`config.mk`:
```
export PLATFORM = sky130hd
export DESIGN_NAME = track_order_sorter
export DESIGN_NICKNAME = d
export VERILOG_FILES = /design/src/design/tos_pkg.sv /design/src/design/tos_ctrl.sv /design/src/design/tos_dp.sv /design/src/design/track_order_sorter.sv
export SDC_FILE = /design/constraint.sdc
export NUM_CORES = 2
export LEC_CHECK = 0
export BUFFER_PORTS_ARGS = -buffer_cell sky130_fd_sc_hd__buf_2
export CORE_MARGIN = 2
export CORE_UTILIZATION = 45
export DETAILED_ROUTE_END_ITERATION = 10
export GPL_ROUTABILITY_DRIVEN = 0
export GPL_TIMING_DRIVEN = 0
export MAX_ROUTING_LAYER = met4
export PLACE_DENSITY_LB_ADDON = 0.3
export REMOVE_ABC_BUFFERS = 1
export SYNTH_ARGS = -nofsm -noshare
export SYNTH_HDL_FRONTEND = slang
export SYNTH_HIERARCHICAL = 1
export SYNTH_SLANG_ARGS = --single-unit
```
`constraint.sdc`:
```
create_clock -name clk -period 11.7 [get_ports clk]
set_input_delay 1.17 -clock clk [delete_from_list [all_inputs] [get_ports clk]]
set_output_delay 1.17 -clock clk [all_outputs]
set_load 0.02 [all_outputs]
```
`src/design/tos_pkg.sv`:
```
// tos_pkg: types, constants and helper functions shared by the track order sorter.
// Used by tos_ctrl, tos_dp and track_order_sorter; depends on nothing.
package tos_pkg;

    localparam int TAG_W = 8;
    localparam int TRK_W = 16;
    localparam logic [TRK_W-1:0] MAX_PLAUS_RST = 16'd99;

    typedef struct packed {
        logic [TAG_W-1:0] tag;
        logic [TRK_W-1:0] trk;
    } entry_t;

    typedef enum logic [1:0] {
        ST_IDLE,
        ST_INSERT,
        ST_EMIT,
        ST_FLUSH
    } state_t;

    // controller -> datapath
    typedef struct packed {
        logic load;
        logic ins_step;
        logic emit_start;
        logic emit_step;
    } cmd_t;

    // datapath -> controller
    typedef struct packed {
        logic stored;
        logic ins_done;
        logic emit_final;
    } stat_t;

    // true if an entry with track a plays after one with track b
    function automatic logic goes_after(input logic [TRK_W-1:0] a, input logic [TRK_W-1:0] b);
        logic res;
        if ((a != '0) && (b != '0))
            res = (a > b);
        else
            res = (a == '0) && (b != '0);
        return res;
    endfunction

endpackage

```
`src/design/tos_ctrl.sv`:
```
// tos_ctrl: sequencer for load, insertion walk and emission of the track order sorter.
// Depends on tos_pkg (state, command and status types).
module tos_ctrl
(
    input  logic           clk,
    input  logic           rst_n,
    input  logic           start,
    input  logic           is_last,
    input  tos_pkg::stat_t stat,
    output tos_pkg::cmd_t  cmd,
    output logic           busy
);

    tos_pkg::state_t state_reg;
    tos_pkg::state_t state_next;
    logic            last_reg;
    logic            last_next;

    always_ff @(posedge clk or negedge rst_n)
    begin
        if (!rst_n)
        begin
            state_reg <= tos_pkg::ST_IDLE;
            last_reg  <= 1'b0;
        end
        else
        begin
            state_reg <= state_next;
            last_reg  <= last_next;
        end
    end

    always_comb
    begin
        state_next = state_reg;
        last_next  = last_reg;
        cmd        = '0;
        busy       = 1'b1;
        unique case (state_reg)
            tos_pkg::ST_IDLE:
            begin
                busy = 1'b0;
                if (start)
                begin
                    cmd.load  = 1'b1;
                    last_next = is_last;
                    if (stat.stored)
                        state_next = tos_pkg::ST_INSERT;
                    else if (is_last)
                    begin
                        // store full: nothing to insert, go straight to output
                        cmd.emit_start = 1'b1;
                        state_next     = tos_pkg::ST_EMIT;
                    end
                end
            end
            tos_pkg::ST_INSERT:
            begin
                cmd.ins_step = 1'b1;
                if (stat.ins_done)
                begin
                    if (last_reg)
                    begin
                        cmd.emit_start = 1'b1;
                        state_next     = tos_pkg::ST_EMIT;
                    end
                    else
                        state_next = tos_pkg::ST_IDLE;
                end
            end
            tos_pkg::ST_EMIT:
            begin
                cmd.emit_step = 1'b1;
                if (stat.emit_final)
                    state_next = tos_pkg::ST_FLUSH;
            end
            tos_pkg::ST_FLUSH:
            begin
                // final item is on the outputs this cycle
                state_next = tos_pkg::ST_IDLE;
            end
            default:
            begin
                state_next = tos_pkg::ST_IDLE;
            end
        endcase
    end

endmodule

```
`src/design/tos_dp.sv`:
```
// tos_dp: entry stores, album statistics, insertion walk and output registers.
// Depends on tos_pkg (entry, command and status types, goes_after).
module tos_dp
#(
    parameter int CAPACITY = 32
)
(
    input  logic                      clk,
    input  logic                      rst_n,
    input  tos_pkg::cmd_t             cmd,
    output tos_pkg::stat_t            stat,
    input  logic [tos_pkg::TAG_W-1:0] song_tag,
    input  logic [tos_pkg::TRK_W-1:0] track_number,
    input  logic                      cfg_we,
    input  logic [tos_pkg::TRK_W-1:0] cfg_data,
    output logic                      result_strobe,
    output logic [tos_pkg::TAG_W-1:0] song_tag_res,
    output logic [tos_pkg::TRK_W-1:0] track_number_res,
    output logic                      is_last_res,
    output logic                      was_sorted
);

    localparam int AW = $clog2(CAPACITY);
    localparam int CW = $clog2(CAPACITY + 1);

    // load order and sorted order copies of the album
    tos_pkg::entry_t ld_mem  [CAPACITY];
    tos_pkg::entry_t srt_mem [CAPACITY];

    tos_pkg::entry_t ld_q;
    tos_pkg::entry_t srt_q;
    tos_pkg::entry_t new_reg;

    logic [CW-1:0]            cnt_reg;
    logic [CW-1:0]            num_reg;
    logic                     plaus_reg;
    logic [AW-1:0]            k_reg;
    logic [AW-1:0]            idx_reg;
    logic                     sorted_reg;
    logic                     out_valid_reg;
    logic                     out_last_reg;
    logic [tos_pkg::TRK_W-1:0] max_reg;

    logic                     full;
    logic                     shift;
    logic [AW-1:0]            cnt_a;
    logic [AW-1:0]            srt_raddr;
    logic                     srt_re;
    tos_pkg::entry_t          srt_wdata;
    tos_pkg::entry_t          in_entry;
    logic                     num_ok;

    assign full     = (cnt_reg == CW'(CAPACITY));
    assign cnt_a    = cnt_reg[AW-1:0];
    assign in_entry = '{tag: song_tag, trk: track_number};
    assign num_ok   = ({num_reg, 1'b0} >= {1'b0, cnt_reg});

    // walk continues while the stored neighbor belongs after the new entry
    assign shift     = (k_reg != '0) && tos_pkg::goes_after(srt_q.trk, new_reg.trk);
    assign srt_wdata = shift ? srt_q : new_reg;

    always_comb
    begin
        srt_re    = cmd.load || cmd.ins_step || cmd.emit_step;
        srt_raddr = k_reg - AW'(2);
        if (cmd.emit_step)
            srt_raddr = idx_reg;
        else if (cmd.load)
            srt_raddr = cnt_a - AW'(1);
    end

    assign stat.stored     = !full;
    assign stat.ins_done   = !shift;
    assign stat.emit_final = (CW'(idx_reg) == cnt_reg - CW'(1));

    // memories
    always_ff @(posedge clk)
    begin
        if (cmd.load && !full)
            ld_mem[cnt_a] <= in_entry;
        if (cmd.emit_step)
            ld_q <= ld_mem[idx_reg];
    end

    always_ff @(posedge clk)
    begin
        if (cmd.ins_step)
            srt_mem[k_reg] <= srt_wdata;
        if (srt_re)
            srt_q <= srt_mem[srt_raddr];
    end

    // payload registers
    always_ff @(posedge clk)
    begin
        if (cmd.load && !full)
            new_reg <= in_entry;
    end

    always_ff @(posedge clk or negedge rst_n)
    begin
        if (!rst_n)
        begin
            cnt_reg       <= '0;
            num_reg       <= '0;
            plaus_reg     <= 1'b0;
            k_reg         <= '0;
            idx_reg       <= '0;
            sorted_reg    <= 1'b0;
            out_valid_reg <= 1'b0;
            out_last_reg  <= 1'b0;
            max_reg       <= tos_pkg::MAX_PLAUS_RST;
        end
        else
        begin
            out_valid_reg <= cmd.emit_step;
            if (cfg_we)
                max_reg <= cfg_data;
            if (cmd.load && !full)
            begin
                cnt_reg <= cnt_reg + CW'(1);
                k_reg   <= cnt_a;
                if (track_number != '0)
                begin
                    num_reg <= num_reg + CW'(1);
                    if (track_number <= max_reg)
                        plaus_reg <= 1'b1;
                end
            end
            if (cmd.ins_step && shift)
                k_reg <= k_reg - AW'(1);
            if (cmd.emit_start)
            begin
                sorted_reg <= plaus_reg && num_ok;
                idx_reg    <= '0;
            end
            if (cmd.emit_step)
            begin
                idx_reg      <= idx_reg + AW'(1);
                out_last_reg <= stat.emit_final;
                if (stat.emit_final)
                begin
                    // album done, next item opens a new one
                    cnt_reg   <= '0;
                    num_reg   <= '0;
                    plaus_reg <= 1'b0;
                end
            end
        end
    end

    assign result_strobe    = out_valid_reg;
    assign song_tag_res     = sorted_reg ? srt_q.tag : ld_q.tag;
    assign track_number_res = sorted_reg ? srt_q.trk : ld_q.trk;
    assign is_last_res      = out_last_reg;
    assign was_sorted       = sorted_reg;

endmodule

```
`src/design/track_order_sorter.sv`:
```
// track_order_sorter: top level of the album track order sorter.
// Depends on tos_pkg, tos_ctrl and tos_dp.
//
// Usage:
//   Input: an item (song_tag, track_number, is_last) is taken at a clock edge
//   with start high and busy low. Up to CAPACITY items per album are stored;
//   later ones are dropped but an is_last on them still ends the album.
//   Each stored item is placed into a sorted copy by an insertion walk that
//   moves one entry per cycle, and busy stays high until that walk ends;
//   the walk for the k-th stored item (k from 0) shifts at most k entries.
//   Output: after the last item, one result per stored entry appears on
//   consecutive cycles, each marked by a one-cycle result_strobe; the first
//   result follows the end of the insertion walk (or the dropped last item)
//   via the store read registers. is_last_res marks the final one and busy
//   falls in the cycle after that final result is shown. The receiver cannot stall.
//   Config: cfg_we/cfg_data write max_plausible_track (reset 99); write it
//   only while busy is low and no album is half loaded.
//   Reset clears counts and state; the stores need no clearing.
module track_order_sorter
#(
    parameter int CAPACITY = 32
)
(
    input  logic                      clk,
    input  logic                      rst_n,
    input  logic                      start,
    output logic                      busy,
    input  logic [tos_pkg::TAG_W-1:0] song_tag,
    input  logic [tos_pkg::TRK_W-1:0] track_number,
    input  logic                      is_last,
    input  logic                      cfg_we,
    input  logic [tos_pkg::TRK_W-1:0] cfg_data,
    output logic                      result_strobe,
    output logic [tos_pkg::TAG_W-1:0] song_tag_res,
    output logic [tos_pkg::TRK_W-1:0] track_number_res,
    output logic                      is_last_res,
    output logic                      was_sorted
);

    tos_pkg::cmd_t  cmd;
    tos_pkg::stat_t stat;

    tos_ctrl u_ctrl
    (
        .clk     (clk),
        .rst_n   (rst_n),
        .start   (start),
        .is_last (is_last),
        .stat    (stat),
        .cmd     (cmd),
        .busy    (busy)
    );

    tos_dp
    #(
        .CAPACITY (CAPACITY)
    )
    u_dp
    (
        .clk              (clk),
        .rst_n            (rst_n),
        .cmd              (cmd),
        .stat             (stat),
        .song_tag         (song_tag),
        .track_number     (track_number),
        .cfg_we           (cfg_we),
        .cfg_data         (cfg_data),
        .result_strobe    (result_strobe),
        .song_tag_res     (song_tag_res),
        .track_number_res (track_number_res),
        .is_last_res      (is_last_res),
        .was_sorted       (was_sorted)
    );

endmodule
```
==> metrics.csv <==
metric;value;unit
antenna viol nets, final;0;
non-filler cells, final;5734;
largest net degree at the start of global routing;66;
period utilisation layout;40.6;%
Critical Path RT;12.22;ns
worst path arrival time;5.27;ns
synth unique cells;69;
Setup crit start kind;flip-flop;
sequential share of the synthesized area;75.5;%
Slew @ Worst Pin;1.45;ns
Pleak;24.8;nW
# hold bufs at CTS;0;
Post-layout nets;3795;
Synth Instances;3518;
Reg clk slew, reported paths;0.06;ns
final core utilization;52.6;%
relative slew slack;3.38;%
Die Wd;385;µm
vias;33700;
hpwl dp;97.6;mm
CP delay by family, top;simple AND/OR/NAND/NOR gates;
1st-pass router iterations;5;
Die Y-Extent;385;µm
layout cells sized above 1;22.7;%
fmax;211;MHz
CP max stage delay;0.87;ns
placed cell count;5435;
clock buffer depth;3;
CP Capture Type;flip-flop;
synthesized area per cell;18.6;µm²
Clock Latency Late Sink;0.78;ns
Syn-to-layout area delta;15.6;%
Vias/cell;5.87;
Setup Viol. Count Final;0;
Initial Utilization;45.5;%
port bufs;72;
Regs by FF count;u_dp/ld_mem: 768 flops, u_dp/srt_mem: 768 flops;
placement row count;139;
synth warn;6;
initial antenna violation count;8;
worst-path maximum fanout;65;
Power Density;278;mW/mm²
Hold Vio Cnt, Final;0;
Final Cell Area;0.0757;mm²
status;finished clean;
Max IR drop VDD;184;µV
RSZ-0062 raised after global routing;false;
Clock Tree Root;clkbuf_16;
max cap viols;0;
routed wire length;158;mm
WP buf/inv;3;
Clock Sinks;1653;
Main synth FF type;edfxtp_1;
global-route wire length before repair;230;mm
total CTS buffers;164;
CP cell instances;nor3b_2 -> or2_1 -> o221a_4 -> buf_16 -> nor2_4 -> buf_16 -> buf_16 -> a22oi_1 -> a21oi_1 -> nor4_2;
cell mode on critical path;buf_16;
Worst Skew;0.0264;ns
cell area after synthesis;0.0655;mm²
Setup TNS Final;0;ns
CTS tree;built;
PostCTS Resize Cnt;0;
Tmin final;4.75;ns
DIE AREA;0.149;mm²
Critical Path Slowest Stage Cell;nor3b_2;
CTS HTree Levels;4;
Cell Area, Placed;0.0705;mm²
grt ovf;0;
Placeable Area;0.144;mm²
WS Path Type;flip-flop to flip-flop;
DRC Markers;0;
Yosys reg bits;1653;
postcts setup bufs;0;
Async SR Flop Fraction;2.72;%
worst hold path type;flip-flop to flip-flop;
final hold slack;0.474;ns
# IOs;73;
number of synthesized flops with an enable pin;1608;
First DRT Iteration DRCs;3486;
number of global-route vias before repair;33100;
gr usage total;22.0;%
max-slew violation count;0;
WL per Instance;27.5;µm
[worst paths after layout]
kind | startpoint | endpoint | slack [ns] | depth (start not counted)
worst max-delay path | u_ctrl/state_reg[1] | u_dp/srt_q[17] | 6.95 | 10
worst min-delay path | u_dp/is_last_res | u_dp/is_last_res | 0.47 | 1
worst max register to register | u_ctrl/state_reg[1] | u_dp/srt_q[17] | 6.95 | 10
worst min register to register | u_dp/is_last_res | u_dp/is_last_res | 0.47 | 1
max in group asynchronous | rst_n | u_dp/idx_reg[0] | 10.27 | 1
min in group asynchronous | rst_n | u_ctrl/state_reg[1] | 0.61 | 1
[stage by stage]
step,worst slack [ns],total power [mW]
floorplan,-3.08,13.6
global placement,-11.36,16.6
detailed placement,6.32,16.0
CTS,7.03,21.1
global route,6.72,21.9
finish,6.95,21.1
[cells in the final DEF, fill, tap and decap left out, drive strengths merged, types with 4 or more instances in the layout]
| cell | count |
|---|---|
| buf | 207 |
| clkbuf | 208 |
| nor2 | 82 |
| mux4 | 252 |
| o22ai | 47 |
| bufinv | 13 |
| o21ai | 41 |
| nand2 | 348 |
| o21a | 6 |
| a21oi | 59 |
| edfxtp | 1608 |
| clkinv | 66 |
| and2 | 59 |
| or3 | 4 |
| ha | 51 |
| nand3 | 21 |
| o211ai | 5 |
| xnor2 | 14 |
| nand2b | 5 |
| mux2 | 61 |
| nor3 | 10 |
| dfstp | 4 |
| nand4 | 12 |
| nor2b | 5 |
| and3 | 51 |
| mux2i | 189 |
| a31oi | 93 |
| nor4 | 35 |
| inv | 54 |
| a211oi | 46 |
| dfrtp | 41 |
| a22oi | 88 |
| xor2 | 7 |
[power by group]
group	total (mW)	internal, mW	leakage [nW]	switching (mW)
registers	8.09	7.76	15.0	0.327
logic	7.86	3.05	7.18	4.81
clock network	5.11	2.94	2.54	2.17
total	21.1	13.8	24.8	7.30
[layout make-up]
cell class,instances,area [µm²]
repair buffers,207,3120
inverters,49,184
multi-input cells,1624,15400
clock inverters,87,813
flip-flops and latches,1653,49400
fillers,11200,68300
well taps,1903,2380
diodes,3,7.51
clock buffers,208,4400
[routing by layer]
| metal | vias up | GRT usage, % | share of wire, % |
|---|---|---|---|
| li1 | 14500 | - | - |
| met1 | 17700 | 29.8 | 42 |
| met5 | - | - | 0 |
| met2 | 1235 | 35.0 | 49 |
| met4 | 0 | 6.10 | 2.2 |
| met3 | 229 | 3.34 | 6.7 |
[kinds of logic after synthesis]
kind of cell / Yosys count / share of synthesized area (%)
simple gates: 646 / 4.76
fa+ha+maj: 51 / 0.975
xor+xnor: 21 / 0.292
mux: 502 / 12.6
buf+inv: 241 / 1.78
flops: 1653 / 75.5
compound gates: 404 / 4.09
[synthesized netlist by cell type, types with 5 or more instances]
master    number  area (µm²)
edfxtp_1    1608       48300
nand2_1      348        1310
mux4_2       250        5630
mux2i_1      189        1890
a31oi_1       92         576
a22oi_1       88         661
nor2_1        79         297
clkbuf_1      78         293
buf_2         69         345
mux2_2        60         676
a21oi_1       58         290
and2_1        57         357
and3_1        51         319
ha_1          51         638
inv_1         49         184
o22ai_1       47         294
a211oi_1      46         345
dfrtp_1       41        1030
o21ai_0       39         195
buf_4         22         165
nor4_2        22         275
nand3_1       21         105
nor4_1        13        81.3
xnor2_1       13         114
buf_6         12         135
nand4_1       12        75.1
buf_1         11        41.3
nor3_1         9        45.0
xor2_1         7        61.3
o21a_1         6        45.0
nand2b_1       5        31.3
nor2b_1        5        31.3
o211ai_1       5        37.5
Power figures use the tool's default switching activity.
